<file path="config.mk">
export PLATFORM = sky130hd
export DESIGN_NAME = pmd_drive
export DESIGN_NICKNAME = d
export VERILOG_FILES = /design/src/sv/pmd_pkg.sv /design/src/sv/pmd_drive.sv
export SDC_FILE = /design/constraint.sdc
export NUM_CORES = 1
export LEC_CHECK = 0
export BUFFER_PORTS_ARGS = -buffer_cell sky130_fd_sc_hd__buf_4
export CAP_MARGIN = 20
export CORE_ASPECT_RATIO = 0.9
export CORE_MARGIN = 2
export CORE_UTILIZATION = 43
export DETAILED_ROUTE_END_ITERATION = 10
export MAX_ROUTING_LAYER = met4
export PLACE_DENSITY = 0.84
export SETUP_SLACK_MARGIN = 0.05
export SLEW_MARGIN = 30
export SYNTH_ARGS = -nofsm -noshare
export SYNTH_HDL_FRONTEND = slang
export SYNTH_SLANG_ARGS = --single-unit
</file>
<file path="constraint.sdc">
create_clock -name clk_i -period 4.7 [get_ports clk_i]
set_input_delay 1.41 -clock clk_i [delete_from_list [all_inputs] [get_ports clk_i]]
set_output_delay 1.41 -clock clk_i [all_outputs]
set_load 0.1 [all_outputs]
</file>
<file path="src/sv/pmd_pkg.sv">
// ----------------------------------------------------------------------------
// pmd_pkg
// Shared types and constants of the position PID motor drive: field widths,
// configuration register codes, reset values and the records that travel
// between the pipeline stages.
// ----------------------------------------------------------------------------
package pmd_pkg;

  localparam int unsigned COUNT_W        = 16;
  localparam int unsigned POS_W          = 32;
  localparam int unsigned GAIN_W         = 24;
  localparam int unsigned COEF_W         = GAIN_W + 2;
  localparam int unsigned PROD_W         = COEF_W + 1 + POS_W;
  localparam int unsigned INC_W          = PROD_W + 1;
  localparam int unsigned ACC_W          = 64;
  localparam int unsigned GAIN_FRAC_BITS = 16;
  localparam int unsigned DRIVE_W        = ACC_W - GAIN_FRAC_BITS;
  localparam int unsigned DUTY_W         = 16;
  localparam int unsigned BAND_W         = 16;
  localparam int unsigned CFG_INDEX_W    = 3;
  localparam int unsigned CFG_DATA_W     = GAIN_W;

  localparam logic [COUNT_W-1:0] LAST_COUNT_RESET = COUNT_W'(30000);
  localparam logic [GAIN_W-1:0]  KP_RESET         = GAIN_W'(131072);
  localparam logic [GAIN_W-1:0]  KI_RESET         = GAIN_W'(66);
  localparam logic [GAIN_W-1:0]  KD_RESET         = GAIN_W'(458752);
  localparam logic [BAND_W-1:0]  DEADBAND_RESET   = BAND_W'(2);
  localparam logic [DUTY_W-1:0]  PWM_LIMIT_RESET  = DUTY_W'(65535);

  typedef enum logic [CFG_INDEX_W-1:0] {
    CFG_KP_GAIN        = 3'd0,
    CFG_KI_GAIN        = 3'd1,
    CFG_KD_GAIN        = 3'd2,
    CFG_LOOP_ENABLED   = 3'd3,
    CFG_ERROR_DEADBAND = 3'd4,
    CFG_PWM_LIMIT      = 3'd5
  } cfg_reg_e;

  typedef enum logic {
    OP_TICK       = 1'b0,
    OP_SET_TARGET = 1'b1
  } op_e;

  typedef struct packed {
    logic [GAIN_W-1:0] kp_gain;
    logic [GAIN_W-1:0] ki_gain;
    logic [GAIN_W-1:0] kd_gain;
    logic              loop_enabled;
    logic [BAND_W-1:0] error_deadband;
    logic [DUTY_W-1:0] pwm_limit;
  } cfg_t;

  // Error stage record: error of this tick and the history it is combined with.
  typedef struct packed {
    op_e                     op;
    logic                    active;
    logic signed [POS_W-1:0] err;
    logic signed [POS_W-1:0] e1;
    logic signed [POS_W-1:0] e2;
    logic [POS_W-1:0]        pos;
  } err_item_t;

  // Accumulator stage record: updated PID accumulator.
  typedef struct packed {
    op_e                     op;
    logic                    active;
    logic signed [ACC_W-1:0] acc;
    logic [POS_W-1:0]        pos;
  } acc_item_t;

endpackage

</file>
<file path="src/sv/pmd_drive.sv">
// ----------------------------------------------------------------------------
// pmd_drive
// Output stage: truncates the accumulator to an integer drive, limits its
// magnitude, sets the direction pins and holds the result for the receiver.
// ----------------------------------------------------------------------------
module pmd_drive (
  input  logic                               clk_i,
  input  logic                               rst_ni,
  input  pmd_pkg::cfg_t                      cfg_i,
  input  logic                               in_valid_i,
  output logic                               in_ready_o,
  input  pmd_pkg::acc_item_t                 in_i,
  output logic                               out_valid_o,
  input  logic                               out_stall_i,
  output logic [pmd_pkg::DUTY_W-1:0]         pwm_duty_o,
  output logic                               dir_forward_o,
  output logic                               dir_reverse_o,
  output logic signed [pmd_pkg::POS_W-1:0]   position_now_o
);

  logic                              out_valid_q;
  logic [pmd_pkg::DUTY_W-1:0]        duty_q;
  logic                              fwd_q, rev_q;
  logic [pmd_pkg::POS_W-1:0]         pos_q;
  logic                              ready6;

  logic [pmd_pkg::ACC_W-1:0]         acc_mag;
  logic [pmd_pkg::DRIVE_W-1:0]       drive_mag;
  logic                              drive_nz, acc_neg;
  logic [pmd_pkg::DUTY_W-1:0]        duty_d;

  assign ready6     = !out_valid_q || !out_stall_i;
  assign in_ready_o = ready6;

  // Truncation toward zero: the magnitude is |acc| shifted down.
  assign acc_neg   = in_i.acc[pmd_pkg::ACC_W-1];
  assign acc_mag   = acc_neg ? (~in_i.acc + 1'b1) : in_i.acc;
  assign drive_mag = acc_mag[pmd_pkg::ACC_W-1:pmd_pkg::GAIN_FRAC_BITS];
  assign drive_nz  = |drive_mag;

  always_comb begin
    if (!in_i.active) begin
      duty_d = '0;
    end else if (drive_mag > {{(pmd_pkg::DRIVE_W-pmd_pkg::DUTY_W){1'b0}}, cfg_i.pwm_limit}) begin
      duty_d = cfg_i.pwm_limit;
    end else begin
      duty_d = drive_mag[pmd_pkg::DUTY_W-1:0];
    end
  end

  always_ff @(posedge clk_i or negedge rst_ni) begin
    if (!rst_ni) begin
      out_valid_q <= 1'b0;
    end else if (ready6) begin
      out_valid_q <= in_valid_i && (in_i.op == pmd_pkg::OP_TICK);
    end
  end

  always_ff @(posedge clk_i) begin
    if (ready6 && in_valid_i) begin
      duty_q <= duty_d;
      fwd_q  <= in_i.active && !acc_neg && drive_nz;
      rev_q  <= in_i.active && acc_neg && drive_nz;
      pos_q  <= in_i.pos;
    end
  end

  assign out_valid_o    = out_valid_q;
  assign pwm_duty_o     = duty_q;
  assign dir_forward_o  = fwd_q;
  assign dir_reverse_o  = rev_q;
  assign position_now_o = pos_q;

  a_duty_limited: assert property (@(posedge clk_i) disable iff (!rst_ni)
    out_valid_o |-> pwm_duty_o <= cfg_i.pwm_limit)
    else $error("drive magnitude above the limit");

  a_duty_has_dir: assert property (@(posedge clk_i) disable iff (!rst_ni)
    out_valid_o && (pwm_duty_o != '0) |-> $onehot({dir_forward_o, dir_reverse_o}))
    else $error("nonzero drive without exactly one direction");

endmodule

</file>
==> summary.md <==
| Metric | Value |
|---|---|
| Outcome | complete, no violations |
| Final Hold Viols | 0 |
| Final ANT Viol Nets | 0 |
| Synth Instances | 438 |
| Total CTS buffers | 5 |
| PD cells | 231 nW/um^2 |
| Rows | 33 |
| Least-Margin Pin Slew | 755 ps |
| Worst Setup End Kind | flip-flop |
| Post-synth EDFFs | 50 |
| Worst slack, placed | -228 ps |
| WL per Instance | 20.3 um |
| Starting Density | 43.9% |
| Post-route cell area | 6170 um^2 |
| Die H | 95.4 um |
| Nets@finish | 900 |
| Die Area | 10100 um^2 |
| CTS root buf | clkbuf_8 |
| DR vias/cell | 5.91 |
| CTS clock-pin slew for the worst setup and hold paths | 90 ps |
| Worst hold path class | flip-flop to flip-flop |
| Commonest non-fill, non-tap cell in the layout | buf_4 |
| Register bit total from synthesis | 51 |
| Global Route Usage Sum | 33.0% |
| P_leak | 2.76 nW |
| Crit-path max FO | 4 |
| Max cap viols | 0 |
| First drt pass iteration count | 5 |
| H-tree depth | 2 |
| Hpwl dp | 13.5 mm |
| Skew final | 3.44 ps |
| Core area | 9080 um^2 |
| CTS tree | built |
| ANT cells | 0 |
| Area delta synth->final | 54.7% |
| Vias post-DR | 4727 |
| Synth cell types | 63 |
| Register area share after synthesis | 38.3% |
| Dominant cells by area after synthesis | edfxtp_1 38%, nand2_1 5.1%, ha_1 5.0%, mux2i_1 4.5%, nor4_1 3.3% |
| Die X | 106 um |
| Crit path kind | input port to flip-flop |
| IO Count | 259 |
| Post-synth top area share | 37.7% |
| Syn avg cell area | 9.10 um^2 |
| Yosys top cell by area | edfxtp_1 |
| Worst path arrival time | 4610 ps |
| CP Launch Type | input port |
| Vias in the first global route | 4548 |
| Sink Count | 51 |
| Fmax | 219 MHz |
| Worst VDD drop | 154 uV |
| Worst-Skew Late Latency | 300 ps |
| RSZ-0062 raised after global routing | false |
| Synth Warn # | 0 |
| Min Tclk post-route | 4570 ps |
| Setup_tns | 0 ps |
| Main synth FF type | edfxtp_1 |
| Initial antenna violation count | 0 |
| Post-CTS Setup Bufs | 0 |
| First DRT Iteration DRCs | 467 |
| Part of the cycle the worst path needs | 97.3% |
| # fillers | 737 |
| Post-route setup slack | 129 ps |
| PostCTS Resize Cnt | 0 |
| GP Congestion | 1.03 |
| Most frequent cells in the layout | 252 x buf_4, 53 x nand2_1, 50 x edfxtp_1 |
| Max-slew violations | 0 |
| Largest net degree at the start of global routing | 34 |
| Share of cells above drive strength 1 | 43.5% |
| Buffers on Ports | 169 |
| Mapped Area | 3990 um^2 |
| Syn nets | 661 |
| Worst hold margin | 616 ps |
| DRC errors left | 0 |
| Asr flop ratio synth | 1.96% |
| Routed wire length | 16.3 mm |
| Final setup vio count | 0 |
| First-pass GRT wire length | 24.5 mm |
| Post-CTS Hold Buffers | 0 |
| GRT overflow | 0 |
| Required time worst endpoint | 4740 ps |
| Clk buf depth | 2 |
| Area post-placement | 6010 um^2 |
| Slew HR | 49.3% |
==> layer usage <==
layer  vias to the layer above  wire (um)  GRT usage (%)
met2                       331       7850           56.7
met4                         0        688           13.8
met1                      2183       6280           39.6
li1                       2162          -              -
met3                        51       1450           4.44
met5                         -          0              -
==> cell usage after synthesis, types with 2 or more instances <==
library cell and count:
inv_1 19, nand2_1 54, and3_1 2, ha_1 16
or4_1 6, nor4b_1 3, a311oi_1 2, a211o_1 2
mux2i_1 18, and2_1 4, a21o_1 6, a41oi_1 2
nor4_4 3, nor2b_1 3, or3_1 2, nand4b_1 3
xnor2_1 15, o21ai_0 19, nor2_1 32, o211ai_1 2
a21oi_1 18, or2_2 7, nand2b_1 2, nor4_1 21
o31ai_1 6, edfxtp_1 50, nor3_1 22, clkbuf_1 18
and4_1 7, nand4_1 17, o41ai_1 4, nand3_1 14
buf_6 2, a31oi_1 6, nor4_2 2, o22ai_1 2
==> cells by family (layout without fill, tap and decap cells) <==
kind of cell | after synthesis | after routing | synth area share [%]
xor+xnor | 16 | 16 | 3.51
simple gates | 211 | 211 | 30.1
compound gates | 83 | 83 | 13.9
mux | 19 | 19 | 4.80
buf+inv | 42 | 282 | 4.46
fa+ha+maj | 16 | 16 | 5.02
flops | 51 | 51 | 38.3
==> flip-flops by register name (all words and copies together), names as in the netlist <==
register	cells
position_now_o	32
pwm_duty_o	16
dir_forward_o	1
dir_reverse_o	1
out_valid_o	1
==> cell type report <==
type                            count  area [um^2]  share of cell area, %
Clock inverter                      2         37.5                  0.609
Tap cell                          122          153                   2.47
Sequential cell                    51         1530                   24.7
Timing Repair Buffer              254         1930                   31.3
Multi-Input combinational cell    345         2370                   38.5
Clock buffer                        6         72.6                   1.18
Inverter                           20         75.1                   1.22
==> through the flow <==
| step | std cells | power (mW) | utilization (%) |
|---|---|---|---|
| CTS | 800 | 1.42 | 67.4 |
| global placement | 792 | 1.11 | 66.2 |
| global route | 800 | 1.47 | 67.9 |
| detailed placement | 792 | 1.13 | 66.2 |
| finish | 800 | 1.42 | 67.9 |
| floorplan | 438 | 0.892 | - |
==> where the power goes <==
part	switching (mW)	leakage, nW	internal [mW]
sequential	0.0122	0.499	0.534
combinational	0.386	2.21	0.195
clock	0.139	0.0514	0.159
==> critical path: stages <==
cell and delay [ps]:
buf_4 130, buf_4 140, nor4_4 350, nand4_4 140, o311a_1 350, a31o_1 180, or4_1 520, or4_4 450
nor4_4 420, buf_4 200, nand3_1 70, and3b_1 230
==> worst paths after layout <==
path                             start       endpoint  slack [ps]  cells after the start
min reg2reg                out_valid_o    out_valid_o         620                      2
max in group asynchronous       rst_ni    out_valid_o        3740                      1
max reg2reg                out_valid_o  pwm_duty_o[9]        2870                      2
max                           in_i[62]  pwm_duty_o[0]         130                     12
min                        out_valid_o    out_valid_o         620                      2
min in group asynchronous       rst_ni    out_valid_o         870                      1
Power figures use the tool's default switching activity.
