===== src/sv/pmd_pkg.sv =====
// ----------------------------------------------------------------------------
// pmd_pkg
// Shared types and constants of the position PID motor drive: field widths,
// configuration register codes, reset values and the records that travel
// between the pipeline stages.
// ----------------------------------------------------------------------------
package pmd_pkg;

  localparam int unsigned COUNT_W        = 16;
  localparam int unsigned POS_W          = 32;
  localparam int unsigned GAIN_W         = 24;
  localparam int unsigned COEF_W         = GAIN_W + 2;
  localparam int unsigned PROD_W         = COEF_W + 1 + POS_W;
  localparam int unsigned INC_W          = PROD_W + 1;
  localparam int unsigned ACC_W          = 64;
  localparam int unsigned GAIN_FRAC_BITS = 16;
  localparam int unsigned DRIVE_W        = ACC_W - GAIN_FRAC_BITS;
  localparam int unsigned DUTY_W         = 16;
  localparam int unsigned BAND_W         = 16;
  localparam int unsigned CFG_INDEX_W    = 3;
  localparam int unsigned CFG_DATA_W     = GAIN_W;

  localparam logic [COUNT_W-1:0] LAST_COUNT_RESET = COUNT_W'(30000);
  localparam logic [GAIN_W-1:0]  KP_RESET         = GAIN_W'(131072);
  localparam logic [GAIN_W-1:0]  KI_RESET         = GAIN_W'(66);
  localparam logic [GAIN_W-1:0]  KD_RESET         = GAIN_W'(458752);
  localparam logic [BAND_W-1:0]  DEADBAND_RESET   = BAND_W'(2);
  localparam logic [DUTY_W-1:0]  PWM_LIMIT_RESET  = DUTY_W'(65535);

  typedef enum logic [CFG_INDEX_W-1:0] {
    CFG_KP_GAIN        = 3'd0,
    CFG_KI_GAIN        = 3'd1,
    CFG_KD_GAIN        = 3'd2,
    CFG_LOOP_ENABLED   = 3'd3,
    CFG_ERROR_DEADBAND = 3'd4,
    CFG_PWM_LIMIT      = 3'd5
  } cfg_reg_e;

  typedef enum logic {
    OP_TICK       = 1'b0,
    OP_SET_TARGET = 1'b1
  } op_e;

  typedef struct packed {
    logic [GAIN_W-1:0] kp_gain;
    logic [GAIN_W-1:0] ki_gain;
    logic [GAIN_W-1:0] kd_gain;
    logic              loop_enabled;
    logic [BAND_W-1:0] error_deadband;
    logic [DUTY_W-1:0] pwm_limit;
  } cfg_t;

  // Error stage record: error of this tick and the history it is combined with.
  typedef struct packed {
    op_e                     op;
    logic                    active;
    logic signed [POS_W-1:0] err;
    logic signed [POS_W-1:0] e1;
    logic signed [POS_W-1:0] e2;
    logic [POS_W-1:0]        pos;
  } err_item_t;

  // Accumulator stage record: updated PID accumulator.
  typedef struct packed {
    op_e                     op;
    logic                    active;
    logic signed [ACC_W-1:0] acc;
    logic [POS_W-1:0]        pos;
  } acc_item_t;

endpackage


===== src/sv/pmd_track.sv =====
// ----------------------------------------------------------------------------
// pmd_track
// Input register, encoder position tracking and error stage. Keeps the
// counter, position, setpoint and error history state.
// ----------------------------------------------------------------------------
module pmd_track (
  input  logic                               clk_i,
  input  logic                               rst_ni,
  input  pmd_pkg::cfg_t                      cfg_i,
  input  logic                               in_valid_i,
  output logic                               in_ready_o,
  input  logic                               operation_i,
  input  logic [pmd_pkg::COUNT_W-1:0]        encoder_count_i,
  input  logic signed [pmd_pkg::POS_W-1:0]   target_position_i,
  output logic                               out_valid_o,
  input  logic                               out_ready_i,
  output pmd_pkg::err_item_t                 out_o
);

  typedef struct packed {
    pmd_pkg::op_e                      op;
    logic [pmd_pkg::COUNT_W-1:0]       count;
    logic [pmd_pkg::POS_W-1:0]         target;
  } in_item_t;

  typedef struct packed {
    pmd_pkg::op_e                      op;
    logic [pmd_pkg::POS_W-1:0]         pos;
    logic [pmd_pkg::POS_W-1:0]         setp;
  } pos_item_t;

  logic                 s0_valid_q, s1_valid_q, s2_valid_q;
  in_item_t             s0_q;
  pos_item_t            s1_q;
  pmd_pkg::err_item_t   s2_q;
  logic                 ready0, ready1, ready2;
  logic                 load1, load2;

  logic [pmd_pkg::COUNT_W-1:0]      last_count_q;
  logic [pmd_pkg::POS_W-1:0]        position_q, setpoint_q;
  logic signed [pmd_pkg::POS_W-1:0] e1_q, e2_q;

  logic [pmd_pkg::COUNT_W-1:0]      count_delta;
  logic [pmd_pkg::POS_W-1:0]        position_d;
  logic [pmd_pkg::POS_W:0]          err_wide;
  logic signed [pmd_pkg::POS_W-1:0] err_sat;
  logic [pmd_pkg::POS_W-1:0]        err_mag;
  logic                             active;
  logic                             is_set;

  assign ready2 = !s2_valid_q || out_ready_i;
  assign ready1 = !s1_valid_q || ready2;
  assign ready0 = !s0_valid_q || ready1;
  assign load1  = s0_valid_q && ready1;
  assign load2  = s1_valid_q && ready2;

  assign in_ready_o  = ready0;
  assign out_valid_o = s2_valid_q;
  assign out_o       = s2_q;

  // The counter delta wraps modulo the counter width and is read as signed.
  assign count_delta = s0_q.count - last_count_q;
  assign position_d  = position_q
                     + {{(pmd_pkg::POS_W-pmd_pkg::COUNT_W){count_delta[pmd_pkg::COUNT_W-1]}},
                        count_delta};

  assign is_set   = (s1_q.op == pmd_pkg::OP_SET_TARGET);
  assign err_wide = {s1_q.setp[pmd_pkg::POS_W-1], s1_q.setp}
                  - {s1_q.pos[pmd_pkg::POS_W-1], s1_q.pos};

  always_comb begin
    if (err_wide[pmd_pkg::POS_W] != err_wide[pmd_pkg::POS_W-1]) begin
      err_sat = err_wide[pmd_pkg::POS_W] ? {1'b1, {(pmd_pkg::POS_W-1){1'b0}}}
                                         : {1'b0, {(pmd_pkg::POS_W-1){1'b1}}};
    end else begin
      err_sat = err_wide[pmd_pkg::POS_W-1:0];
    end
    err_mag = err_sat[pmd_pkg::POS_W-1] ? (~err_sat + 1'b1) : err_sat;
    active  = !is_set && cfg_i.loop_enabled
           && (err_mag >= {{(pmd_pkg::POS_W-pmd_pkg::BAND_W){1'b0}}, cfg_i.error_deadband});
  end

  always_ff @(posedge clk_i or negedge rst_ni) begin
    if (!rst_ni) begin
      s0_valid_q <= 1'b0;
      s1_valid_q <= 1'b0;
      s2_valid_q <= 1'b0;
    end else begin
      if (ready0) s0_valid_q <= in_valid_i;
      if (ready1) s1_valid_q <= s0_valid_q;
      if (ready2) s2_valid_q <= s1_valid_q;
    end
  end

  always_ff @(posedge clk_i or negedge rst_ni) begin
    if (!rst_ni) begin
      last_count_q <= pmd_pkg::LAST_COUNT_RESET;
      position_q   <= '0;
      setpoint_q   <= '0;
      e1_q         <= '0;
      e2_q         <= '0;
    end else begin
      if (load1) begin
        if (s0_q.op == pmd_pkg::OP_SET_TARGET) begin
          setpoint_q <= s0_q.target;
        end else begin
          position_q   <= position_d;
          last_count_q <= s0_q.count;
        end
      end
      if (load2) begin
        if (is_set) begin
          e1_q <= '0;
          e2_q <= '0;
        end else if (active) begin
          e2_q <= e1_q;
          e1_q <= err_sat;
        end
      end
    end
  end

  always_ff @(posedge clk_i) begin
    if (ready0 && in_valid_i) begin
      s0_q.op     <= pmd_pkg::op_e'(operation_i);
      s0_q.count  <= encoder_count_i;
      s0_q.target <= target_position_i;
    end
    if (load1) begin
      s1_q.op <= s0_q.op;
      if (s0_q.op == pmd_pkg::OP_SET_TARGET) begin
        s1_q.pos  <= position_q;
        s1_q.setp <= s0_q.target;
      end else begin
        s1_q.pos  <= position_d;
        s1_q.setp <= setpoint_q;
      end
    end
    if (load2) begin
      s2_q.op     <= s1_q.op;
      s2_q.active <= active;
      s2_q.err    <= err_sat;
      s2_q.e1     <= e1_q;
      s2_q.e2     <= e2_q;
      s2_q.pos    <= s1_q.pos;
    end
  end

  a_history_cleared: assert property (@(posedge clk_i) disable iff (!rst_ni)
    load2 && is_set |=> (e1_q == '0) && (e2_q == '0))
    else $error("error history not cleared by a new target");

  a_history_held: assert property (@(posedge clk_i) disable iff (!rst_ni)
    !load2 |=> $stable(e1_q) && $stable(e2_q))
    else $error("error history changed without an item");

endmodule


===== config.mk =====
export PLATFORM = sky130hd
export DESIGN_NAME = pmd_track
export DESIGN_NICKNAME = d
export VERILOG_FILES = /design/src/sv/pmd_pkg.sv /design/src/sv/pmd_track.sv
export SDC_FILE = /design/constraint.sdc
export NUM_CORES = 1
export LEC_CHECK = 0
export CELL_PAD_IN_SITES_DETAIL_PLACEMENT = 2
export CELL_PAD_IN_SITES_GLOBAL_PLACEMENT = 2
export CORE_MARGIN = 2
export CORE_UTILIZATION = 46
export CTS_CLUSTER_SIZE = 20
export DETAILED_ROUTE_END_ITERATION = 12
export DONT_BUFFER_PORTS = 1
export HOLD_SLACK_MARGIN = 0.08
export PLACE_DENSITY_LB_ADDON = 0.1
export SLEW_MARGIN = 20
export SYNTH_ARGS = -nofsm -noshare
export SYNTH_HDL_FRONTEND = slang
export SYNTH_SLANG_ARGS = --single-unit

===== constraint.sdc =====
create_clock -name clk_i -period 25.7 [get_ports clk_i]
set_input_delay 1.285 -clock clk_i [delete_from_list [all_inputs] [get_ports clk_i]]
set_output_delay 1.285 -clock clk_i [all_outputs]
set_load 0.03 [all_outputs]

==> metrics.md, run 1 <==
| Metric | Value |
|---|---|
| Status | `finished clean` |
| CP arrival | `11.49 ns` |
| CP max FO | `100` |
| Critical path buffer and inverter count | `4` |
| Gate family responsible for the most delay along the worst path | `compound AO/OA/AOI/OAI gates` |
| CP max-delay cell | `buf_4` |
| Synthesized Nets | `2010` |
| Post-synth top flop | `edfxtp_1` |
| Leading area contributor after synthesis | `edfxtp_1` |
| Worst slew pin tran | `1.053 ns` |
| Post-synth EDFFs | `244` |
| Fin util | `51.39%` |
| CTS max path bufs | `3` |
| Total number of vias | `13800` |
| Commonest non-fill, non-tap cell in the layout | `edfxtp_1` |
| Sinks on the clock net | `391` |
| Final setup skew | `0.02940 ns` |
| Mapped Cells | `about 1800` |
| Top post-synthesis cells by area | `edfxtp_1 36%, dfrtp_1 17%, ha_1 6.0%, mux2_2 5.1%, nand2_1 2.8%` |
| Area Overhead vs Synth | `10.13%` |
| CTS tree | `done` |
| Total wire length after detailed routing | `55720 um` |
| Crit path top cell by count | `a21oi_1` |
| Ys async rst share | `a little under two fifths` |
| Io pins | `290` |
| Final Slew Violations | `0` |
| Final Hold Fails | `0` |
| First-pass GRT wire length | `roughly 87000 um` |
| Min Tclk post-route | `11.03 ns` |
| Inserted Clock Buffers | `between 40 and 50` |
| CTS resizes | `0` |
| CTS Hold Buffers Added | `0` |
| Initial antenna violation count | `2` |
| CP peak stage delay | `0.81 ns` |
| Fmax | `between 90 and 100 MHz` |
| DR WL/cell | `23.59 um` |
| Residual DRC count | `0` |
| GP Congestion | `between 0.8 and 0.9` |
| Fin Setup TNS | `0 ns` |
| Starting DRT DRC Count | `between 700 and 800` |
| Share of layout cells above drive strength 1 | `around an eighth` |
| RSZ-0062 raised after global routing | `no` |
| DIE AREA | `0.04548 mm2` |
| Nets | `1999` |
| Ys Warns | `0` |
| Slew HR | `29.79%` |
| Cell Count, Final, Fillers Out | `2362` |
| Detailed-router iteration count before antenna repair | `4` |
| Root Buffer | `clkbuf_16` |
| Routed Antenna Nets | `0` |
| Port-buffer cells | `0` |
| Grt total ovfl | `0` |
| Post-CTS Setup Repair Bufs | `0` |
| Hold WC Path Type | `in -> async` |
| Crit path launch type | `flop` |
| WS Path Type | `reg -> reg` |
| H-tree depth | `2` |
| Final HPWL DP | `38740 um` |
| Most frequent cells in the layout | `244 x edfxtp_1, 148 x nand2_1, 140 x dfrtp_1, 112 x inv_1, 104 x o21ai_0` |
| Placed cell count | `2280` |
| Placement Rows | `76` |
| Yosys top cell area share | `36.37%` |
| Largest net degree at the start of global routing | `about 150` |
| Post-synthesis sequential area ratio | `54.68%` |
| Netlist cell types | `78` |
| Worst Path Required | `26.16 ns` |
| Worst Setup End Kind | `flop` |
| Starting Density | `46.66%` |
| Worst-Skew Late Latency | `0.59 ns` |
| Die Y | `between 200 and 250 um` |
| Core ar. | `0.04317 mm2` |
| Final setup fails | `0` |
| Number of synthesized register bits | `a little under 400` |
| Max-cap viol count | `0` |
| GRT Total Usage | `between 20% and 30%` |
| DIE WIDTH | `213.3 um` |
| Worst-path clk slew | `approximately 0.070 ns` |
| Vias/cell | `5.842` |
| Fin crit share | `42.94%` |
| Number of global-route vias before repair | `15250` |
| Mapped Area | `0.02014 mm2` |
| Syn_area_per_cell | `11.50 um2` |
| Hold WS | `0.4013 ns` |
-- layer usage --
metal | global-route usage (%) | vias up | routed length [um]
met2 | 44.75 | 241 | 28460
met4 | 7.591 | 2 | 1380
met5 | 0 | - | 13
li1 | - | 6439 | -
met1 | 30.90 | 7045 | 24020
met3 | 3.854 | 72 | 1840
-- cells in the mapped netlist, types with 8 or more instances --
cell type / number
edfxtp_1: 244
nand2_1: 149
dfrtp_1: 140
inv_1: 113
o21ai_0: 104
ha_1: 97
mux2_2: 91
nor2_1: 84
a21oi_1: 69
clkbuf_1: 58
nor2b_1: 57
a221o_1: 42
xnor2_1: 38
nor3_1: 37
nand2b_1: 36
a21o_1: 35
xor2_1: 28
nand3_1: 27
nor3b_1: 24
o311ai_1: 18
a31oi_1: 16
o211ai_1: 16
o21a_1: 16
nand3b_1: 13
and2_1: 12
buf_2: 11
nand4_1: 10
o21bai_1: 10
mux2i_1: 9
and3_1: 8
or3_1: 8
-- logic make-up after synthesis --
group / share of synthesized area [%]
simple gates: 12.56
buf+inv: 3.665
flops: 54.68
xor+xnor: 2.870
compound gates: 14.37
fa+ha+maj: 6.323
mux: 5.534
-- layout make-up --
class	count	area (um2)
Sequential cell	391	11010
Clock inverter	24	245.2
Multi-Input combinational cell	1171	8404
Tap cell	585	732.0
Timing Repair Buffer	19	142.6
Clock buffer	57	1211
Inverter	114	432.9
Fill cell	4290	20990
Antenna cell	1	2.502
-- stage by stage --
step | setup WS, ns | cell area (um2)
final | 14.67 | 22190
after global routing | 13.69 | 22180
after CTS | 14.60 | 22180
after detailed placement | 14.65 | 20730
after global placement | 14.84 | 20730
after floorplan | 17.37 | 20140
-- flip-flops by register name, indices dropped and copies added, names as in the netlist, 16 cells and up --
| register | count |
|---|---|
| last_count_q | 16 |
| out_o | 130 |
| position_q | 32 |
| e1_q | 32 |
| s1_q | 64 |
| e2_q | 32 |
| setpoint_q | 32 |
| s0_q | 49 |
-- worst reg2reg max path, delay by kind of cell, from the launching register on --
kind / cells / cell delay, ns
compound gates: 21 / 5.84
simple gates: 6 / 1.72
buf+inv: 4 / 1.62
fa+ha+maj: 4 / 1.08
xor+xnor: 2 / 0.28
flops: 1 / 0.39
-- worst paths after layout --
kind,from,to,slack [ns],cells after the start
worst max-delay path,s1_q[40],e1_q[1],14.67,37
worst min-delay path,rst_ni,setpoint_q[8],0.40,0
worst max register to register,s1_q[40],e1_q[1],14.67,37
worst min register to register,s1_q[33],out_o[1],0.46,0
max in group asynchronous,rst_ni,last_count_q[14],25.07,0
min in group clk_i,s1_q[33],out_o[1],0.46,0
Power of run 1 is not shown: default switching activity piles up to over one toggle a cycle in this logic, so the estimate is an artifact.
==> run 2, diff against run 1 <==
CORE_UTILIZATION = 43   (was 46)
clock period = 10.46 ns   (was 25.7 ns; I/O delays follow)
==> metrics.md, run 2 (synthesis results as in run 1) <==
| Metric | Value |
|---|---|
| CP max-delay cell | `o21ai_0` |
| Min Tclk post-route | `9.647 ns (-1.388 ns)` |
| GP Congestion | `0.8268 (+1.2%)` |
| Number of global-route vias before repair | `15540 (+1.9%)` |
| Nets | `2058 (+3.0%)` |
| CTS max path bufs | `3 (unchanged)` |
| CP max FO | `90 (-10%)` |
| Residual DRC count | `0 (unchanged)` |
| Starting Density | `43.45% (-3.2 points)` |
| Placement Rows | `79 (+3.9%)` |
| Hold WC Path Type | `in -> reg` |
| Status | `finished clean` |
| RSZ-0062 raised after global routing | `no` |
| Area Overhead vs Synth | `13.42%` |
| Most frequent cells in the layout | `244 x edfxtp_1, 148 x nand2_1, 140 x dfrtp_1, 112 x inv_1, 104 x o21ai_0` |
| Worst-Skew Late Latency | `0.58 ns (about the same)` |
| Port-buffer cells | `0 (unchanged)` |
| Starting DRT DRC Count | `740 (+0.68%)` |
| Routed Antenna Nets | `0 (unchanged)` |
| Total wire length after detailed routing | `58280 um (+4.6%)` |
| Die Y | `220.4 um (+3.4%)` |
| Final Slew Violations | `0 (unchanged)` |
| Core ar. | `0.04636 mm2 (+7.4%)` |
| Largest net degree at the start of global routing | `148 (unchanged)` |
| First-pass GRT wire length | `91100 um (+4.2%)` |
| Grt total ovfl | `0 (unchanged)` |
| Final Hold Fails | `0 (unchanged)` |
| Inserted Clock Buffers | `43 (-2.3%)` |
| CP peak stage delay | `0.50 ns (-0.31 ns)` |
| Worst Setup End Kind | `flop` |
| CTS tree | `done` |
| Slew HR | `29.25% (-0.54 points)` |
| Fillers | `4556 (+6.2%)` |
| Post-CTS Setup Repair Bufs | `0 (unchanged)` |
| Max-cap viol count | `0 (unchanged)` |
| Io pins | `290 (unchanged)` |
| Inserted Diodes | `0 (-1)` |
| Final setup fails | `0 (unchanged)` |
| Worst Hold Launch | `out_ready_i` |
| Fin crit share | `92.23% (+49 points)` |
| Worst Path Required | `10.96 ns (-15.20 ns)` |
| Reg2reg start | `s1_q[1]` |
| Final setup skew | `0.02301 ns (-0.006385 ns)` |
| Total number of vias | `14090 (+2.1%)` |
| Worst slew pin tran | `1.050 ns (-0.003017 ns)` |
| Detailed-router iteration count before antenna repair | `4 (unchanged)` |
| Sinks on the clock net | `391 (unchanged)` |
| Crit path launch type | `flop` |
| CP arrival | `10.15 ns (-1.34 ns)` |
| Worst setup path start | `s1_q[1]` |
| DIE AREA | `0.04859 mm2 (+6.8%)` |
| DR WL/cell | `23.87 um (+1.2%)` |
| Root Buffer | `clkbuf_16` |
| H-tree depth | `2 (unchanged)` |
| Final HPWL DP | `39980 um (+3.2%)` |
| Area occupied by registers | `0.01101 mm2 (unchanged)` |
| GRT Total Usage | `24.34% (-0.60 points)` |
| Initial antenna violation count | `0 (-2)` |
| Fin Setup TNS | `0 ns (unchanged)` |
| Critical path buffer and inverter count | `4 (unchanged)` |
| Multi-input logic area | `0.008424 mm2 (+0.24%)` |
| Share of layout cells above drive strength 1 | `11.72% (+0.061 points)` |
| Gate family responsible for the most delay along the worst path | `compound AO/OA/AOI/OAI gates` |
| DIE WIDTH | `220.4 um (+3.4%)` |
| WS Path Type | `reg -> reg` |
| Commonest non-fill, non-tap cell in the layout | `edfxtp_1` |
| Fmax | `103.7 MHz (+14%)` |
| Max FFs per register | `130 (unchanged)` |
| Worst-path clk slew | `0.06 ns (about the same)` |
| Vias/cell | `5.771 (-1.2%)` |
-- run 2: cell type report --
| type | count | area share, % |
|---|---|---|
| clock buffer | 54 | 4.983 |
| clock inverter | 26 | 1.424 |
| timing repair buffer | 79 | 3.297 |
| multi-input combinational | 1171 | 36.87 |
| sequential | 391 | 48.21 |
| tap | 607 | 3.324 |
| inverter | 114 | 1.895 |
-- run 2: final timing paths --
check                              to  slack [ns]  cells past startpoint
setup / recovery              e1_q[5]        0.81                     37
hold / removal             s1_valid_q        0.18                      3
setup reg to reg              e1_q[5]        0.81                     37
hold reg to reg             out_o[19]        0.46                      0
max in group asynchronous    e2_q[16]        9.04                      2
min in group asynchronous    e1_q[23]        0.60                      2
-- run 2: tightest hold or removal path: cells and delay by family --
family | cells | cell delay (ns)
and+or+nand+nor | 3 | 0.18
-- run 2: timing repair --
| action | 4_1_cts | 5_1_grt |
|---|---|---|
| gates resized for setup | 0 | 3 |
| hold buffers | 52 | 0 |
| endpoints found under the hold margin | 197 | 0 |
| endpoints found under the setup margin | 0 | 35 |
-- run 2: per-stage QoR --
| step | worst slack (ns) | hold WS, ns | area, um2 | instances | util [%] |
|---|---|---|---|---|---|
| global placement | 0.9014 | 0.2345 | 20830 | 2310 | 44.94 |
| global route | 0.03079 | 0.1825 | 22850 | 2442 | 49.29 |
| CTS | 0.5418 | 0.1492 | 22830 | 2442 | 49.25 |
| floorplan | 2.131 | 0.2274 | 20140 | 1752 | - |
| detailed placement | 0.6192 | 0.2341 | 20830 | 2310 | 44.94 |
| finish | 0.8131 | 0.1833 | 22850 | 2442 | 49.29 |
-- run 2: metal layers --
metal	global-route usage, %	up-vias	wire, um
met5	0	-	0
li1	-	6540	-
met1	30.72	7233	25300
met2	43.32	238	29740
met4	6.465	0	1353
met3	3.863	83	1889
Power of run 2 is left out for the same reason.
